`src/rtl/u2l_pkg.sv`:
```
// ----------------------------------------------------------------------------
// u2l_pkg : shared types and constants
// Command and status structs between the controller and the datapath, plus the
// UTF-8 lead byte masks and the fixed character codes.
// ----------------------------------------------------------------------------
`default_nettype none

package u2l_pkg;

  localparam logic [7:0] SubstChar   = 8'h3F;
  localparam logic [7:0] LineFeed    = 8'h0A;
  localparam logic [7:0] CarriageRet = 8'h0D;

  localparam logic [7:0] Lead2Mask = 8'hE0;
  localparam logic [7:0] Lead2Pat  = 8'hC0;
  localparam logic [7:0] Lead3Mask = 8'hF0;
  localparam logic [7:0] Lead3Pat  = 8'hE0;
  localparam logic [7:0] Lead4Mask = 8'hF8;
  localparam logic [7:0] Lead4Pat  = 8'hF0;
  localparam logic [7:0] ContMask  = 8'hC0;
  localparam logic [7:0] ContPat   = 8'h80;

  localparam int unsigned HeldDepth  = 4;
  localparam int unsigned MaxResults = 4;

  typedef struct packed {
    logic load;     // append the accepted byte to the held bytes
    logic advance;  // apply one decode pass to the head of the held bytes
    logic trunc;    // substitute a sequence cut off at end of text
    logic finish;   // release the last result of this request
  } u2l_cmd_t;

  typedef struct packed {
    logic done;        // decode loop has nothing more to do
    logic emit;        // the next decode pass produces a character
    logic cap_ok;      // room for another result in this request
    logic blocked;     // a pending character cannot move to the output yet
    logic out_free;    // output register can take a result this cycle
    logic fin;         // current request carries the final byte
    logic held_any;    // bytes still held
    logic pend_valid;  // a character waits for its run_end flag
  } u2l_stat_t;

endpackage

`default_nettype wire

```
`src/rtl/u2l_datapath.sv`:
```
// ----------------------------------------------------------------------------
// u2l_datapath : held bytes, decoder and result registers
// Holds the partial UTF-8 sequence, decodes its head one pass per command,
// and stages each character until it is known whether it ends the request.
// ----------------------------------------------------------------------------
`default_nettype none

module u2l_datapath (
  input  wire                 clk_i,
  input  wire                 rst_ni,
  input  wire u2l_pkg::u2l_cmd_t  cmd_i,
  output u2l_pkg::u2l_stat_t      stat_o,
  input  wire [7:0]           text_byte_i,
  input  wire                 final_byte_i,
  output logic                out_valid_o,
  input  wire                 out_ready_i,
  output logic [7:0]          latin_char_o,
  output logic                char_present_o,
  output logic                run_end_o,
  output logic                text_end_o
);
  import u2l_pkg::*;

  localparam logic [2:0] CntMax = 3'(HeldDepth - 1);
  localparam logic [2:0] ResMax = 3'(MaxResults);

  logic [7:0] held_q [HeldDepth];
  logic [7:0] held_d [HeldDepth];
  logic [2:0] cnt_q, cnt_d;
  logic       drop_q, drop_d;
  logic       fin_q, fin_d;
  logic [2:0] nres_q, nres_d;
  logic       pend_valid_q, pend_valid_d;
  logic [7:0] pend_char_q, pend_char_d;
  logic       out_valid_q, out_valid_d;
  logic [7:0] out_char_q, out_char_d;
  logic       out_present_q, out_present_d;
  logic       out_run_end_q, out_run_end_d;
  logic       out_text_end_q, out_text_end_d;

  logic [7:0] c, b1, b2, b3;
  logic       is1, is2, is3, is4, bad_lead, incomplete, broken;
  logic [2:0] len;
  logic       fits_byte;
  logic [7:0] byte_val;
  logic       it_emit, it_set_drop, it_clr_drop;
  logic [7:0] it_char;
  logic [2:0] it_consume;
  logic       out_free, cap_ok, produce;
  logic [7:0] prod_char;
  logic [2:0] cnt_eff;
  logic [2:0] src_idx;

  assign c  = held_q[0];
  assign b1 = held_q[1];
  assign b2 = held_q[2];
  assign b3 = held_q[3];

  assign is1 = ~c[7];
  assign is2 = (c & Lead2Mask) == Lead2Pat;
  assign is3 = (c & Lead3Mask) == Lead3Pat;
  assign is4 = (c & Lead4Mask) == Lead4Pat;
  assign bad_lead = ~(is1 | is2 | is3 | is4);

  always_comb begin
    len       = 3'd4;
    fits_byte = 1'b0;
    byte_val  = {b2[1:0], b3[5:0]};
    if (is1) begin
      len       = 3'd1;
      fits_byte = 1'b1;
      byte_val  = c;
    end else if (is2) begin
      len       = 3'd2;
      fits_byte = (c[4:2] == 3'd0);
      byte_val  = {c[1:0], b1[5:0]};
    end else if (is3) begin
      len       = 3'd3;
      fits_byte = (c[3:0] == 4'd0) && (b1[5:2] == 4'd0);
      byte_val  = {b1[1:0], b2[5:0]};
    end else begin
      fits_byte = (c[2:0] == 3'd0) && (b1[5:0] == 6'd0) && (b2[5:2] == 4'd0);
    end
  end

  assign incomplete = cnt_q < len;
  assign broken = ((len >= 3'd2) && ((b1 & ContMask) != ContPat)) ||
                  ((len >= 3'd3) && ((b2 & ContMask) != ContPat)) ||
                  ((len == 3'd4) && ((b3 & ContMask) != ContPat));

  always_comb begin
    it_emit     = 1'b0;
    it_char     = SubstChar;
    it_consume  = 3'd0;
    it_set_drop = 1'b0;
    it_clr_drop = 1'b0;
    if (drop_q) begin
      it_clr_drop = 1'b1;
      if (c == LineFeed) begin
        it_consume = 3'd1;
      end
    end else if (bad_lead) begin
      it_emit    = 1'b1;
      it_consume = 3'd1;
    end else if (incomplete) begin
      it_consume = 3'd0;
    end else if (broken) begin
      it_emit    = 1'b1;
      it_consume = 3'd1;
    end else begin
      it_emit    = 1'b1;
      it_consume = len;
      if (fits_byte && byte_val == CarriageRet) begin
        it_char     = LineFeed;
        it_set_drop = 1'b1;
      end else if (fits_byte) begin
        it_char = byte_val;
      end
    end
  end

  assign out_free = ~out_valid_q | out_ready_i;
  assign cap_ok   = nres_q < ResMax;

  assign stat_o.done       = (cnt_q == 3'd0) || (~drop_q & ~bad_lead & incomplete);
  assign stat_o.emit       = it_emit;
  assign stat_o.cap_ok     = cap_ok;
  assign stat_o.blocked    = pend_valid_q & ~out_free;
  assign stat_o.out_free   = out_free;
  assign stat_o.fin        = fin_q;
  assign stat_o.held_any   = cnt_q != 3'd0;
  assign stat_o.pend_valid = pend_valid_q;

  assign produce   = (cmd_i.advance & it_emit & cap_ok) | (cmd_i.trunc & cap_ok);
  assign prod_char = cmd_i.trunc ? SubstChar : it_char;
  assign cnt_eff   = (cnt_q > CntMax) ? CntMax : cnt_q;

  always_comb begin
    held_d         = held_q;
    cnt_d          = cnt_q;
    drop_d         = drop_q;
    fin_d          = fin_q;
    nres_d         = nres_q;
    pend_valid_d   = pend_valid_q;
    pend_char_d    = pend_char_q;
    out_valid_d    = out_valid_q & ~out_ready_i;
    out_char_d     = out_char_q;
    out_present_d  = out_present_q;
    out_run_end_d  = out_run_end_q;
    out_text_end_d = out_text_end_q;
    src_idx        = 3'd0;

    if (cmd_i.load) begin
      held_d[cnt_eff[1:0]] = text_byte_i;
      cnt_d        = cnt_eff + 3'd1;
      fin_d        = final_byte_i;
      nres_d       = 3'd0;
      pend_valid_d = 1'b0;
    end

    if (cmd_i.advance) begin
      if (it_clr_drop) begin
        drop_d = 1'b0;
      end
      if (it_set_drop) begin
        drop_d = 1'b1;
      end
      for (int k = 0; k < HeldDepth; k++) begin
        src_idx = 3'(k) + it_consume;
        if (src_idx < 3'(HeldDepth)) begin
          held_d[2'(k)] = held_q[src_idx[1:0]];
        end
      end
      cnt_d = (it_consume >= cnt_q) ? 3'd0 : cnt_q - it_consume;
    end

    if (cmd_i.trunc) begin
      cnt_d = 3'd0;
    end

    if (produce) begin
      if (pend_valid_q) begin
        out_valid_d    = 1'b1;
        out_char_d     = pend_char_q;
        out_present_d  = 1'b1;
        out_run_end_d  = 1'b0;
        out_text_end_d = 1'b0;
      end
      pend_valid_d = 1'b1;
      pend_char_d  = prod_char;
      nres_d       = nres_q + 3'd1;
    end

    if (cmd_i.finish) begin
      if (pend_valid_q) begin
        out_valid_d    = 1'b1;
        out_char_d     = pend_char_q;
        out_present_d  = 1'b1;
        out_run_end_d  = 1'b1;
        out_text_end_d = fin_q;
      end else if (fin_q) begin
        out_valid_d    = 1'b1;
        out_char_d     = 8'd0;
        out_present_d  = 1'b0;
        out_run_end_d  = 1'b1;
        out_text_end_d = 1'b1;
      end
      pend_valid_d = 1'b0;
      if (fin_q) begin
        cnt_d  = 3'd0;
        drop_d = 1'b0;
      end
    end
  end

  always_ff @(posedge clk_i or negedge rst_ni) begin
    if (!rst_ni) begin
      cnt_q        <= 3'd0;
      drop_q       <= 1'b0;
      fin_q        <= 1'b0;
      nres_q       <= 3'd0;
      pend_valid_q <= 1'b0;
      out_valid_q  <= 1'b0;
    end else begin
      cnt_q        <= cnt_d;
      drop_q       <= drop_d;
      fin_q        <= fin_d;
      nres_q       <= nres_d;
      pend_valid_q <= pend_valid_d;
      out_valid_q  <= out_valid_d;
    end
  end

  always_ff @(posedge clk_i) begin
    held_q         <= held_d;
    pend_char_q    <= pend_char_d;
    out_char_q     <= out_char_d;
    out_present_q  <= out_present_d;
    out_run_end_q  <= out_run_end_d;
    out_text_end_q <= out_text_end_d;
  end

  assign out_valid_o    = out_valid_q;
  assign latin_char_o   = out_char_q;
  assign char_present_o = out_present_q;
  assign run_end_o      = out_run_end_q;
  assign text_end_o     = out_text_end_q;

endmodule

`default_nettype wire

```
`src/rtl/u2l_ctrl.sv`:
```
// ----------------------------------------------------------------------------
// u2l_ctrl : sequencing controller
// Takes a request, runs decode passes until the held bytes stall or empty,
// handles truncation at end of text and releases the closing result.
// ----------------------------------------------------------------------------
`default_nettype none

module u2l_ctrl (
  input  wire                     clk_i,
  input  wire                     rst_ni,
  input  wire                     in_valid_i,
  output logic                    in_ready_o,
  input  wire u2l_pkg::u2l_stat_t stat_i,
  output u2l_pkg::u2l_cmd_t       cmd_o
);
  import u2l_pkg::*;

  typedef enum logic [1:0] {
    S_IDLE,
    S_EVAL,
    S_TRUNC,
    S_FINISH
  } state_e;

  state_e state_q, state_d;
  logic   ready_q;

  always_comb begin
    state_d = state_q;
    cmd_o   = '0;
    case (state_q)
      S_IDLE: begin
        if (in_valid_i && ready_q) begin
          cmd_o.load = 1'b1;
          state_d    = S_EVAL;
        end
      end
      S_EVAL: begin
        if (stat_i.done) begin
          state_d = (stat_i.fin && stat_i.held_any) ? S_TRUNC : S_FINISH;
        end else if (!(stat_i.emit && stat_i.cap_ok && stat_i.blocked)) begin
          cmd_o.advance = 1'b1;
        end
      end
      S_TRUNC: begin
        if (!(stat_i.cap_ok && stat_i.blocked)) begin
          cmd_o.trunc = 1'b1;
          state_d     = S_FINISH;
        end
      end
      S_FINISH: begin
        if (!((stat_i.pend_valid || stat_i.fin) && !stat_i.out_free)) begin
          cmd_o.finish = 1'b1;
          state_d      = S_IDLE;
        end
      end
      default: begin
        state_d = S_IDLE;
      end
    endcase
  end

  always_ff @(posedge clk_i or negedge rst_ni) begin
    if (!rst_ni) begin
      state_q <= S_IDLE;
      ready_q <= 1'b1;
    end else begin
      state_q <= state_d;
      ready_q <= (state_d == S_IDLE);
    end
  end

  assign in_ready_o = ready_q;

endmodule

`default_nettype wire

```
`src/rtl/utf8_to_latin1_transcoder.sv`:
```
// ----------------------------------------------------------------------------
// utf8_to_latin1_transcoder : UTF-8 to Latin-1 byte stream converter
// Flow: a request is loaded, decoded one pass per cycle through the shared head
//   decoder while no output stall holds it, a sequence cut off at end of text is
//   substituted, and the closing result is released. A new request is taken
//   only after the previous one has finished.
// Reset: asynchronous, active low; clears held count, CR state and output.
// ----------------------------------------------------------------------------
`default_nettype none

module utf8_to_latin1_transcoder (
  input  wire        clk_i,
  input  wire        rst_ni,
  input  wire        in_valid_i,
  output logic       in_ready_o,
  input  wire [7:0]  text_byte_i,
  input  wire        final_byte_i,
  output logic       out_valid_o,
  input  wire        out_ready_i,
  output logic [7:0] latin_char_o,
  output logic       char_present_o,
  output logic       run_end_o,
  output logic       text_end_o
);
  import u2l_pkg::*;

  u2l_cmd_t  cmd;
  u2l_stat_t stat;

  u2l_ctrl u_ctrl (
    .clk_i      (clk_i),
    .rst_ni     (rst_ni),
    .in_valid_i (in_valid_i),
    .in_ready_o (in_ready_o),
    .stat_i     (stat),
    .cmd_o      (cmd)
  );

  u2l_datapath u_datapath (
    .clk_i          (clk_i),
    .rst_ni         (rst_ni),
    .cmd_i          (cmd),
    .stat_o         (stat),
    .text_byte_i    (text_byte_i),
    .final_byte_i   (final_byte_i),
    .out_valid_o    (out_valid_o),
    .out_ready_i    (out_ready_i),
    .latin_char_o   (latin_char_o),
    .char_present_o (char_present_o),
    .run_end_o      (run_end_o),
    .text_end_o     (text_end_o)
  );

endmodule

`default_nettype wire

```
`config.mk`:
```
export PLATFORM = sky130hd
export DESIGN_NAME = utf8_to_latin1_transcoder
export DESIGN_NICKNAME = d
export VERILOG_FILES = /design/src/rtl/u2l_pkg.sv /design/src/rtl/u2l_datapath.sv /design/src/rtl/u2l_ctrl.sv /design/src/rtl/utf8_to_latin1_transcoder.sv
export SDC_FILE = /design/constraint.sdc
export NUM_CORES = 1
export LEC_CHECK = 0
export BUFFER_PORTS_ARGS = -buffer_cell sky130_fd_sc_hd__buf_2
export CORE_UTILIZATION = 45
export CTS_CLUSTER_DIAMETER = 30
export CTS_CLUSTER_SIZE = 16
export DETAILED_ROUTE_END_ITERATION = 6
export PLACE_DENSITY = 0.6
export SLEW_MARGIN = 20
export SYNTH_ARGS = -nofsm -noshare
export SYNTH_HDL_FRONTEND = slang
export SYNTH_SLANG_ARGS = --single-unit
```
`constraint.sdc`:
```
create_clock -name clk_i -period 4.5 [get_ports clk_i]
set_clock_uncertainty 0.15 [all_clocks]
set_input_delay 0.9 -clock clk_i [delete_from_list [all_inputs] [get_ports clk_i]]
set_output_delay 0.9 -clock clk_i [all_outputs]
set_load 0.02 [all_outputs]
```
Word level (Yosys, flattened, before mapping)
Index checks and enable logic that the tools add are counted.
Storage, ports and cells
  bits in registers: 64
  output and inout port bits: 13
  logic and storage cells: 196
  bits of input ports: 13
Operators by class
  equality and inequality tests: 12
  bitwise operators: 22
  magnitude comparators: 12
  reductions and logical operators: 33
  muxes and demuxes: 95
  add/subtract/negate cells: 4
Operator list (number)
  2-to-1 mux 8 bit: 15
  2-to-1 mux 1 bit: 51
  2-to-1 mux 3 bit: 16
  binary-select mux 8 bit (select 2 bit): 2
  bitwise mux 32 bit: 1
  2-to-1 mux 32 bit: 1
  demux 8 bit (select 2 bit): 1
  == test 8 x 4 -> 1 bit (second input constant): 2
  2-to-1 mux 16 bit: 1
  logical AND 1 bit: 14
  zero test 4 bit: 3
  2-to-1 mux 6 bit: 2
  greater-or-equal comparator 3 bit (second input constant): 3
  zero test 3 bit: 3
  less-than comparator 3 bit (second input constant): 3
  inverter 2 -> 3 bit: 3
  2-to-1 mux 2 bit: 4
  case mux 2 bit (4 select lines): 1
  bitwise AND 1 bit: 7
  inverter 1 bit: 7
  OR reduction 7 bit: 1
  adder 3 x 1 -> 3 bit (second input constant): 2
  == test 3 bit (second input constant): 2
  greater-or-equal comparator 3 x 2 -> 1 bit (second input constant): 2
  19 further kinds: 31

Logic depth before layout (Yosys ltp)
Gate-level depths: netlist of the first run.
  depth in word-level cells: 20
  depth in mapped cells: 17

By module
A second synthesis of the first run with hierarchy kept.
Second synthesis, totals
  cell total of the unflattened synthesis: 400
  area total of the unflattened synthesis: 4103.9 um^2
By module, submodules not included
  u2l_datapath: sequential area each 1671.6 um^2, cells an instance 381, instances 1, area an instance 3933.8 um^2
  u2l_ctrl: sequential area each 76.3 um^2, cells an instance 19, instances 1, area an instance 170.2 um^2

Least setup slack after synthesis of the first run
Ideal clock, no wire load.
  kind: register -> register
  start point: reg u_datapath.held_q (netlist bit u_datapath.c[5])
  end point: reg u_datapath.held_q (netlist bit u_datapath.b1[7]) (data pin)
  data required time: 4.089 ns
  period minus slack after synthesis: 3.947 ns
  buffers on the path: 4
  path slack: 0.553 ns
  data arrival time: 3.536 ns
  cell stages (with the launch flop): 16
  cell sequence: edfxtp_1 > buf_6 > a21boi_2 > nand2_1 > ha_1 > a21o_1 > a21o_1 > o41ai_2 > nor2_2 > buf_6 > ha_1 > clkbuf_1 > clkbuf_1 > mux2i_1 > mux2_4 > mux2i_1
RTL lines
  from (decl): line u2l_datapath.sv:27  | logic [7:0] held_q [HeldDepth];
  from (signal assigned): line u2l_datapath.sv:235  | held_q <= held_d;

Final worst setup path of the first run
  start point: reg u_datapath.held_q (netlist bit u_datapath.c[5])
  end point: reg u_datapath.held_q (netlist bit u_datapath.b1[0]), enable pin
Between the ends
  word-level cells in the longest chain between the ends: 19
  elaborated cells on any way between the ends: 43
  those cells by class: add/sub (1); order compare (4); eq/ne (5); mux (19); bitwise (6); reduce/logical (8)
RTL lines
  == test 4 bit: line u2l_datapath.sv:61  | assign is3 = (c & Lead3Mask) == Lead3Pat;
  2-to-1 mux 3 bit: line u2l_datapath.sv:77  | end else if (is3) begin
  2-to-1 mux 3 bit: line u2l_datapath.sv:73  | end else if (is2) begin
  2-to-1 mux 3 bit: line u2l_datapath.sv:69  | if (is1) begin
  greater-or-equal comparator 3 x 2 -> 1 bit, on equally long branches: line u2l_datapath.sv:87, u2l_datapath.sv:88
  logical AND 1 bit, on equally long branches: line u2l_datapath.sv:87, u2l_datapath.sv:88
  logical OR 1 bit: line u2l_datapath.sv:87  | assign broken = ((len >= 3'd2) && ((b1 & ContMask) != ContPat)) ||
  logical OR 1 bit: line u2l_datapath.sv:88  | ((len >= 3'd3) && ((b2 & ContMask) != ContPat)) ||
  [2 not listed]
  2-to-1 mux 3 bit: line u2l_datapath.sv:102  | end else if (bad_lead) begin
  2-to-1 mux 3 bit: line u2l_datapath.sv:97  | if (drop_q) begin
  adder 1 x 3 -> 3 bit: line u2l_datapath.sv:169  | src_idx = 3'(k) + it_consume;
  inverter 2 -> 3 bit (not written as such): line u2l_datapath.sv:171  | held_d[2'(k)] = held_q[src_idx[1:0]];
  binary-select mux 8 bit (select 2 bit): line u2l_datapath.sv:171
  2-to-1 mux 8 bit (not written as such) (2 in a row): line u2l_datapath.sv:171
  2-to-1 mux 8 bit: line u2l_datapath.sv:170  | if (src_idx < 3'(HeldDepth)) begin
  2-to-1 mux 16 bit (*): line u2l_datapath.sv:161  | if (cmd_i.advance) begin
Mark *: on every way between the ends. The rest lies on a longest branch, timed or not. The select of a mux whose other input is x is not followed.
A chain may end at the register's enable or synchronous reset.

==> results of run 1 <==
## state kept, by name, summed over array words and instances, names as in the netlist, 2 cells and up
name and flops:
u_datapath.nres_q 3, u_datapath.b2 8, u_datapath.b3 8, u_datapath.latin_char_o 8, u_datapath.b1 8, u_datapath.pend_char_q 8
u_datapath.c 8, u_ctrl.state_q 2, u_datapath.cnt_q 3
## cell type report
cell class	instances	area share, %
repair buffers	33	4.11
multi-input cells	282	48.5
well taps	108	3.00
flip-flops and latches	64	38.8
clock buffers	9	2.75
inverters	15	1.25
clock inverters	7	1.61
## through the flow
step / hold WS [ns] / total power [mW]
floorplan: 0.305 / 2.64
global placement: 0.289 / 3.00
detailed placement: 0.309 / 3.07
CTS: 0.276 / 3.57
global route: 0.291 / 3.83
finish: 0.270 / 3.56
## logic make-up (layout without fill, tap and decap cells)
kind of cell             Yosys count  after routing  synth area share (%)
AO/OA/AOI/OAI                     91             91                  17.1
XOR/XNOR                           2              2                 0.428
adder cells (fa/ha/maj)           12             12                  3.85
buffers and inverters             32             64                  3.92
flip-flops                        64             64                  42.7
multiplexers                      57             57                  15.1
AND/OR/NAND/NOR                  120            120                  16.9
## metal layers
| layer | vias up | global-route usage, % |
|---|---|---|
| met5 | - | 0 |
| met1 | 1500 | 29.9 |
| met3 | 14 | 3.88 |
| met4 | 0 | 7.13 |
| met2 | 98 | 33.3 |
| li1 | 1492 | - |
## power by group through the flow
stage                     clock network (mW)  registers [mW]  logic, mW
final                                  0.495            1.08       1.99
after global routing                   0.531            1.11       2.19
after CTS                              0.504            1.07       1.99
after detailed placement                   0            1.09       1.98
after global placement                     0            1.08       1.92
after floorplan                            0            1.07       1.58
## synthesized netlist by cell type, types with 3 or more instances
library cell  number  area (um^2)
mux2i_1           41          410
edfxtp_1          40         1200
nand2_1           31          116
a21oi_1           20          100
nor2_1            19         71.3
inv_1             14         52.6
dfrtp_1           12          300
o21ai_0           12         60.1
dfxtp_1           11          220
ha_1              11          138
nor3b_1           10         75.1
a22o_1             9         78.8
mux2_2             8         90.1
a221oi_1           7         61.3
clkbuf_1           7         26.3
mux2_4             7          105
nand2b_1           7         43.8
nor2b_1            7         43.8
a21o_1             6         45.0
nand3_1            6         30.0
buf_2              5         25.0
or3_1              5         31.3
buf_6              4         45.0
nor3_1             4         20.0
nor4_1             4         25.0
o211ai_1           4         30.0
a22oi_1            3         22.5
and2_1             3         18.8
and3_1             3         18.8
nand3b_1           3         22.5
o221a_2            3         33.8
## path summary, 6_finish.rpt
kind,depth (start not counted),endpoint,start
min in group clk_i,1,u_datapath.text_end_o,u_datapath.text_end_o
max reg2reg,11,u_datapath.b1[0],u_datapath.c[5]
max,11,u_datapath.b1[0],u_datapath.c[5]
max in group asynchronous,1,u_ctrl.in_ready_o,rst_ni
min,1,u_datapath.out_valid_o,rst_ni
min reg2reg,1,u_datapath.text_end_o,u_datapath.text_end_o
==> flow_metrics.env, run 1 <==
export IMPL_syn_to_final_growth_pct=10.2
export IMPL_rsz0062_at_grt="no"
export IMPL_die_area_mm2=0.00947
export IMPL_hold_buffers=0
export IMPL_power_density_mw_per_mm2=791
export IMPL_track_usage_pct=21.3
export IMPL_drc=0
export IMPL_root_buffer="clkbuf_8"
export IMPL_worst_setup_path_end_kind="flop"
export IMPL_syn_num_nets=403
export IMPL_fin_crit_ns=3.89
export IMPL_numCtsBuffers=9
export IMPL_avgViaCountPerCell=5.99
export IMPL_cp_slowest_cell="nor2_2"
export IMPL_grt_pass1_vias=3009
export IMPL_placedInstanceArea_mm2=0.00431
export IMPL_antennaDiodeCount=0
export IMPL_p_switching_mw=1.52
export IMPL_postRouteAntennaNets=0
export IMPL_crit_chain="a21boi_2 > nand2_1 > ha_1 > a21o_1 > a21o_1 > o41ai_2 > nor2_2 > ha_1 > xor2_1 > nand2b_1 > or3_1"
export IMPL_num_rows=34
export IMPL_multi_input_area_mm2=0.00219
export IMPL_max_stage_delay_ns=0.66
export IMPL_detail_route_first_pass_iterations=4
export IMPL_setup_viol=0
export IMPL_final_common_cell="mux2i_1"
export IMPL_worst_slack_ns=0.607
export IMPL_hold_viol_final=0
export IMPL_ios=26
export IMPL_vias=3104
export IMPL_cts_buffer_depth=2
export IMPL_fin_crit_sh_pct=86.5
export IMPL_cp_required_ns=4.39
export IMPL_cp_num_buf_inv=0
export IMPL_worst_pin_slew_ns=0.816
export IMPL_ys_flop_type="edfxtp_1"
export IMPL_finalWeightedCongestion=0.825
export IMPL_synth_distinct_cells=74
export IMPL_grt_pass1_wl_um=15800
export IMPL_first_iter_violations=189
export IMPL_slew_viol_final=0
export IMPL_async_flop_share_pct=20.3
export IMPL_wire_per_inst_um=18.3
export IMPL_post_route_util_pct=51.4
export IMPL_leakagePower_nw=1.93
export IMPL_status="completed"
export IMPL_clkTransAtPathRegs_ns=0.08
export IMPL_dp_cells=502
export IMPL_layout_common_cells="mux2i_1 (41), edfxtp_1 (40), nand2_1 (31), buf_2 (25)"
export IMPL_top_layer="met4"
export IMPL_synth_seq_cells=64
export IMPL_initial_core_util_pct=46.7
export IMPL_post_place_ws_ns=0.646
export IMPL_synth_edff_count=40
export IMPL_tns_ns=0
export IMPL_p_comb_share_pct=55.9
export IMPL_power_internal_mw=2.04
export IMPL_pwr_share_clk_pct=13.9
export IMPL_totalWireLength_um=9490
export IMPL_regArea_mm2=0.00175
export IMPL_io_buffers=25
export IMPL_wl_met2_um=4350
export IMPL_hp_class="in2async"
export IMPL_cts_sinks=64
export IMPL_r2r_setup_slack_ns=0.61
export IMPL_antenna_found_initial=0
export IMPL_drive_gt1_share_pct=22.2
export IMPL_fp_dieH_um=97.3
export IMPL_coreArea_mm2=0.00876
export IMPL_syn_area_mm2=0.00409
export IMPL_cts_tree="built"
export IMPL_ys_warn_count=0
export IMPL_cts_resized=0
export IMPL_synthCells=378
export IMPL_dp_hpwl_um=6830
export IMPL_power_frac_seq_pct=30.2
export IMPL_grt_overflow_total=0
export IMPL_fin_nets=430
export IMPL_dr_wl_met3_um=552
export IMPL_die_w_um=97.3
export IMPL_fillers=780
export IMPL_cap_violations=0
export IMPL_htree_num_levels=3
export IMPL_routedLengthMet1_um=4430
export IMPL_worstPathArrival_ns=3.79
export IMPL_syn_area_per_cell_um2=10.8
export IMPL_startpoint_type="flop"
export IMPL_yosysSeqAreaShare_pct=42.7
export IMPL_p_sw_share_pct=42.7
export IMPL_critPathTopFamily="simple AND/OR/NAND/NOR gates"
export IMPL_critPathMaxFanout=12
export IMPL_postCtsSetupBuffers=0
export IMPL_slew_limit_headroom_pct=45.5
export IMPL_grt_max_degree=24
export IMPL_layoutNonFillerInstCount=518
export IMPL_insertion_delay_ns=0.36
export IMPL_worstSetupPathType="reg2reg"
export IMPL_clock_fmax_mhz=257
export IMPL_ir_worst_vdd_v=0.000303
export IMPL_final_area_mm2=0.00451
(Power assumes the default switching activity.)
==> run 2, diff against run 1 <==
- BUFFER_PORTS_ARGS: -buffer_cell sky130_fd_sc_hd__buf_2 -> default
- CTS_CLUSTER_DIAMETER: 30 -> 150
- DONT_BUFFER_PORTS: default -> 1
- PLACE_DENSITY: 0.6 -> 0.58
- SYNTH_HIERARCHICAL: default -> 1
==> run 2 against run 1 <==
Power down 1.5%. Non-clock buffer count shrank 22. Clock-buffer cell count is 5 higher. Routed wire length grew 4.2%. Synthesized cell count up 5.8%. Critical path depth unchanged. Sequential cell count stayed put. Setup slack got worse by 0.12 ns. Maximum frequency decreased by 3.0%. Global-route usage up 0.61 points. Utilization shrank 1.3 points. Register-to-register slack worse by 0.12 ns.
==> flow_metrics.env, run 2 <==
export IMPL_status="completed"
export IMPL_synth_seq_cells=64
export IMPL_hold_buffers=0
export IMPL_cp_required_ns=4.35
export IMPL_startpoint_type="flop"
export IMPL_critPathTopFamily="compound AO/OA/AOI/OAI gates"
export IMPL_worst_setup_path_end_kind="flop"
export IMPL_syn_area_per_cell_um2=10.3
export IMPL_ys_flop_type="edfxtp_1"
export IMPL_cp_slowest_cell="edfxtp_1"
export IMPL_cts_sinks=64
export IMPL_crit_chain="a21boi_1 > nand2_1 > ha_1 > a21o_1 > a221o_1 > o311ai_4 > inv_1 > ha_1 > and4_1 > o21ai_4 > or3_1"
export IMPL_fin_crit_ns=4.01
export IMPL_hp_class="in2async"
export IMPL_fin_nets=420
export IMPL_insertion_delay_ns=0.34
export IMPL_clkTransAtPathRegs_ns=0.08
export IMPL_drc=0
export IMPL_power_density_mw_per_mm2=799
export IMPL_fin_crit_sh_pct=89.2
export IMPL_cts_buffer_depth=2
export IMPL_async_flop_share_pct=20.3
export IMPL_power_frac_seq_pct=32.4
export IMPL_synthCells=400
export IMPL_grt_max_degree=25
export IMPL_grt_overflow_total=0
export IMPL_rsz0062_at_grt="no"
export IMPL_final_common_cell="nand2_1"
export IMPL_yosysTopAreaCellShare_pct=29.3
export IMPL_r2r_setup_slack_ns=0.49
export IMPL_syn_to_final_growth_pct=6.98
export IMPL_cp_num_buf_inv=1
export IMPL_io_buffers=0
export IMPL_yosys_top_cells_area="edfxtp_1 (29%), mux2i_1 (10%), dfrtp_1 (7.3%), dfxtp_1 (5.4%), nand2_1 (4.5%)"
export IMPL_grt_pass1_vias=3163
export IMPL_met1_usage_pct=28.9
export IMPL_cpMostUsedCell="ha_1"
export IMPL_cts_tree="built"
export IMPL_p_comb_share_pct=52.1
export IMPL_syn_area_mm2=0.00410
export IMPL_layout_common_cells="nand2_1 (49), mux2i_1 (41), edfxtp_1 (40), nor2_1 (23)"
export IMPL_syn_num_nets=425
export IMPL_yosysMostFrequentCell="nand2_1"
export IMPL_hold_viol_final=0
export IMPL_wire_per_inst_um=19.5
export IMPL_antennaDiodeCount=0
export IMPL_die_area_mm2=0.00951
export IMPL_clock_fmax_mhz=249
export IMPL_worstSetupPathType="reg2reg"
export IMPL_slew_limit_headroom_pct=29.3
export IMPL_p_sw_share_pct=43.1
export IMPL_totalWireLength_um=9880
export IMPL_ys_warn_count=6
export IMPL_gr_usage_met3_pct=4.03
export IMPL_drive_gt1_share_pct=13.3
export IMPL_die_w_um=97.5
export IMPL_worst_pin_slew_ns=1.05
export IMPL_postCtsSetupBuffers=0
export IMPL_p_switching_mw=1.51
export IMPL_total_power_mw=3.51
export IMPL_use_met2_pct=36.1
export IMPL_synth_common_cells="nand2_1 (49), mux2i_1 (41), edfxtp_1 (40), nor2_1 (23)"
export IMPL_yosysSeqAreaShare_pct=42.6
export IMPL_avgViaCountPerCell=6.07
export IMPL_grt_pass1_wl_um=16400
export IMPL_cap_violations=0
export IMPL_finalWeightedCongestion=0.837
export IMPL_antenna_found_initial=0
export IMPL_tns_ns=0
export IMPL_synth_edff_count=40
export IMPL_fp_dieH_um=97.5
export IMPL_vias=3085
export IMPL_pwr_share_clk_pct=15.5
export IMPL_htree_num_levels=3
export IMPL_max_stage_delay_ns=0.51
export IMPL_cts_resized=0
export IMPL_critPathMaxFanout=9
export IMPL_dp_hpwl_um=7100
export IMPL_coreArea_mm2=0.00876
export IMPL_power_internal_mw=2.00
export IMPL_synth_distinct_cells=75
export IMPL_grt_busiest_layer="met2"
export IMPL_setup_viol=0
export IMPL_postRouteAntennaNets=0
export IMPL_slew_viol_final=0
export IMPL_synth_largest_area_cell="edfxtp_1"
export IMPL_root_buffer="clkbuf_8"
export IMPL_hold_ws_ns=0.0949
export IMPL_first_iter_violations=120
export IMPL_leakagePower_nw=1.82
export IMPL_initial_core_util_pct=46.8
export IMPL_ir_worst_vdd_v=0.000347
export IMPL_worstPathArrival_ns=3.86
export IMPL_numCtsBuffers=9
export IMPL_ios=26
export IMPL_num_rows=34
export IMPL_track_usage_pct=21.9
export IMPL_detail_route_first_pass_iterations=4
[run 2: cell types whose count changed after synthesis, moves of 5 or more]
cell and change:
nor3b_1 -9, nand2b_1 +5, a22o_1 -8, a21oi_1 -5
a221oi_1 -5, buf_4 +6, a2bb2oi_1 +5, nand2_1 +18
a31o_1 +6
[run 2: power groups by stage]
stage          Combinational [mW]  Sequential [mW]  Clock (mW)
5_1_grt                      2.03             1.17       0.579
4_1_cts                      1.83             1.13       0.558
6_report                     1.83             1.14       0.544
2_1_floorplan                1.54             1.06           0
3_5_place_dp                 1.81             1.14           0
3_3_place_gp                 1.78             1.14           0
[run 2: worst paths after layout]
| path | start | endpoint | cells after the start |
|---|---|---|---|
| worst max-delay path | u_datapath/c[4] | u_datapath/b1[5] | 11 |
| min in group clk_i | u_datapath/nres_q[0] | u_datapath/nres_q[0] | 1 |
| worst max register to register | u_datapath/c[4] | u_datapath/b1[5] | 11 |
| max in group asynchronous | rst_ni | u_ctrl/in_ready_o | 0 |
| worst min register to register | u_datapath/nres_q[0] | u_datapath/nres_q[0] | 1 |
| worst min-delay path | rst_ni | u_datapath/pend_valid_q | 0 |
[run 2: metrics by stage]
stage / instance area [um^2] / instances / worst slack, ns / util, %
floorplan: 4100 / 400 / 0.266 / -
global placement: 4170 / 492 / 0.544 / 47.6
detailed placement: 4170 / 492 / 0.540 / 47.6
CTS: 4390 / 508 / 0.520 / 50.1
global route: 4390 / 508 / 0.286 / 50.1
finish: 4390 / 508 / 0.487 / 50.1
[run 2: final cells by class]
class / count / area (um^2)
Clock buffer: 14 / 184
Clock inverter: 2 / 35.0
Fill cell: 799 / 4370
Inverter: 15 / 56.3
Multi-Input combinational cell: 294 / 2150
Sequential cell: 64 / 1750
Tap cell: 108 / 135
Timing Repair Buffer: 11 / 82.6
[run 2: routing by layer]
layer  wire length [um]  up-vias
met3                562        7
met4                 75        0
li1                   -     1492
met1               4590     1501
met5                  0        -
met2               4660       85
[run 2: cell families (layout without fill, tap and decap cells)]
| logic type | Yosys count | after routing | share of synthesized area (%) |
|---|---|---|---|
| xor gates and xnor gates | 1 | 1 | 0.213 |
| buffers and inverters | 42 | 42 | 5.03 |
| adders and majority gates | 12 | 12 | 3.84 |
| DFF | 64 | 64 | 42.6 |
| and+or+nand+nor | 133 | 133 | 16.1 |
| AOI/OAI and AO/OA | 96 | 96 | 19.0 |
| muxes | 52 | 52 | 13.3 |
==> run 3, diff against run 2 <==
- RECOVER_POWER: default -> 100
==> run 3 against run 2 <==
Hold slack is essentially flat. Combinational power about the same. Critical path type unchanged. Clock power is essentially flat. Sequential cell count stayed put. Setup slack better by 0.0064 ns. Die area did not move. Largest power group unchanged. First-iteration DRC count increased by 29%. Via count grew 0.78%. Power fell by 0.81%.
==> flow_metrics.env, run 3 (synthesis gave the netlist of run 2 again) <==
export IMPL_htree_num_levels=3
export IMPL_hold_ws_ns=0.0945
export IMPL_tns_ns=0
export IMPL_antennaDiodeCount=0
export IMPL_avgViaCountPerCell=6.12
export IMPL_worst_pin_slew_ns=1.06
export IMPL_drive_gt1_share_pct=12.0
export IMPL_cts_buffer_depth=2
export IMPL_wire_per_inst_um=19.5
export IMPL_grt_overflow_total=0
export IMPL_worstPathArrival_ns=3.86
export IMPL_power_density_mw_per_mm2=795
export IMPL_fin_crit_ns=4.01
export IMPL_antenna_found_initial=0
export IMPL_clock_fmax_mhz=250
export IMPL_grt_pass1_vias=3163
export IMPL_clkTransAtPathRegs_ns=0.08
export IMPL_num_rows=34
export IMPL_critPathMaxFanout=9
export IMPL_status="completed"
export IMPL_fin_nets=420
export IMPL_r2r_setup_slack_ns=0.49
export IMPL_grt_pass1_wl_um=16400
export IMPL_dp_hpwl_um=7100
export IMPL_coreArea_mm2=0.00876
export IMPL_total_power_mw=3.48
export IMPL_postRouteAntennaNets=0
export IMPL_detail_route_first_pass_iterations=4
export IMPL_syn_to_final_growth_pct=6.65
export IMPL_max_stage_delay_ns=0.51
export IMPL_leakagePower_nw=1.80
export IMPL_cts_resized=0
export IMPL_track_usage_pct=21.9
export IMPL_postCtsSetupBuffers=0
export IMPL_totalWireLength_um=9900
export IMPL_crit_chain="a21boi_1 > nand2_1 > ha_1 > a21o_1 > a221o_1 > o311ai_4 > inv_1 > ha_1 > and4_1 > o21ai_4 > or3_1"
export IMPL_fin_crit_sh_pct=89.0
export IMPL_insertion_delay_ns=0.34
export IMPL_cts_tree="built"
export IMPL_initial_core_util_pct=46.8
export IMPL_die_w_um=97.5
export IMPL_cp_slowest_cell="edfxtp_1"
export IMPL_numCtsBuffers=9
export IMPL_regToRegStartpoint="u_datapath/c[4]"
export IMPL_worstSetupPathType="reg2reg"
export IMPL_hp_class="in2async"
export IMPL_setup_viol=0
export IMPL_final_common_cell="nand2_1"
export IMPL_cpMostUsedCell="ha_1"
export IMPL_worst_slack_ns=0.493
export IMPL_ir_worst_vdd_v=0.000346
export IMPL_ios=26
export IMPL_slew_viol_final=0
export IMPL_cp_required_ns=4.35
export IMPL_cap_violations=0
export IMPL_root_buffer="clkbuf_8"
export IMPL_startpoint_type="flop"
export IMPL_drc=0
export IMPL_hold_viol_final=0
export IMPL_post_place_ws_ns=0.540
export IMPL_worst_setup_path_end_kind="flop"
export IMPL_slew_limit_headroom_pct=29.1
export IMPL_fp_dieH_um=97.5
export IMPL_grt_max_degree=25
export IMPL_rsz0062_at_grt="no"
export IMPL_io_buffers=0
export IMPL_crit_path_start="u_datapath/c[4]"
export IMPL_vias=3109
export IMPL_die_area_mm2=0.00951
export IMPL_finalWeightedCongestion=0.837
export IMPL_first_iter_violations=155
export IMPL_cts_sinks=64
export IMPL_hold_buffers=0
export IMPL_layout_common_cells="nand2_1 (49), mux2i_1 (41), edfxtp_1 (40), nor2_1 (23)"
run 3: per-stage QoR:
step,area (um^2),cells,utilization [%]
global placement,4170,492,47.6
CTS,4390,508,50.1
floorplan,4100,400,-
finish,4380,508,49.9
global route,4380,508,49.9
detailed placement,4170,492,47.6
run 3: critical path: cells and delay by family, from the launching register on:
family	cells	cell delay, ns
AOI/OAI and AO/OA	5	1.68
DFF	1	0.51
buffers and inverters	1	0.13
and+or+nand+nor	3	0.69
adders and majority gates	2	0.50
run 3: path summary, 6_finish.rpt:
path                                              end  cells after the start
max                                  u_datapath/b1[6]                     11
min                           u_datapath/pend_valid_q                      0
max reg2reg                          u_datapath/b1[6]                     11
min reg2reg                u_datapath/latin_char_o[6]                      1
max in group asynchronous           u_ctrl/in_ready_o                      0
min in group clk_i         u_datapath/latin_char_o[6]                      1
run 3: cell type report:
type,count,area (um^2)
Multi-Input combinational cell,294,2140
Tap cell,108,135
Clock inverter,2,35.0
Clock buffer,14,184
Fill cell,800,4390
Inverter,15,56.3
Timing Repair Buffer,11,76.3
Sequential cell,64,1750
run 3: layer usage:
layer	vias to the layer above	GRT usage [%]	part of all wire, %
li1	1492	-	-
met1	1516	28.9	46
met2	92	36.1	48
met3	9	4.03	5.2
met4	0	7.69	0.92
met5	-	0	0
run 3: power breakdown:
group          internal, mW  switching, mW
Clock                 0.320          0.225
Sequential            0.856          0.281
Combinational         0.793           1.01
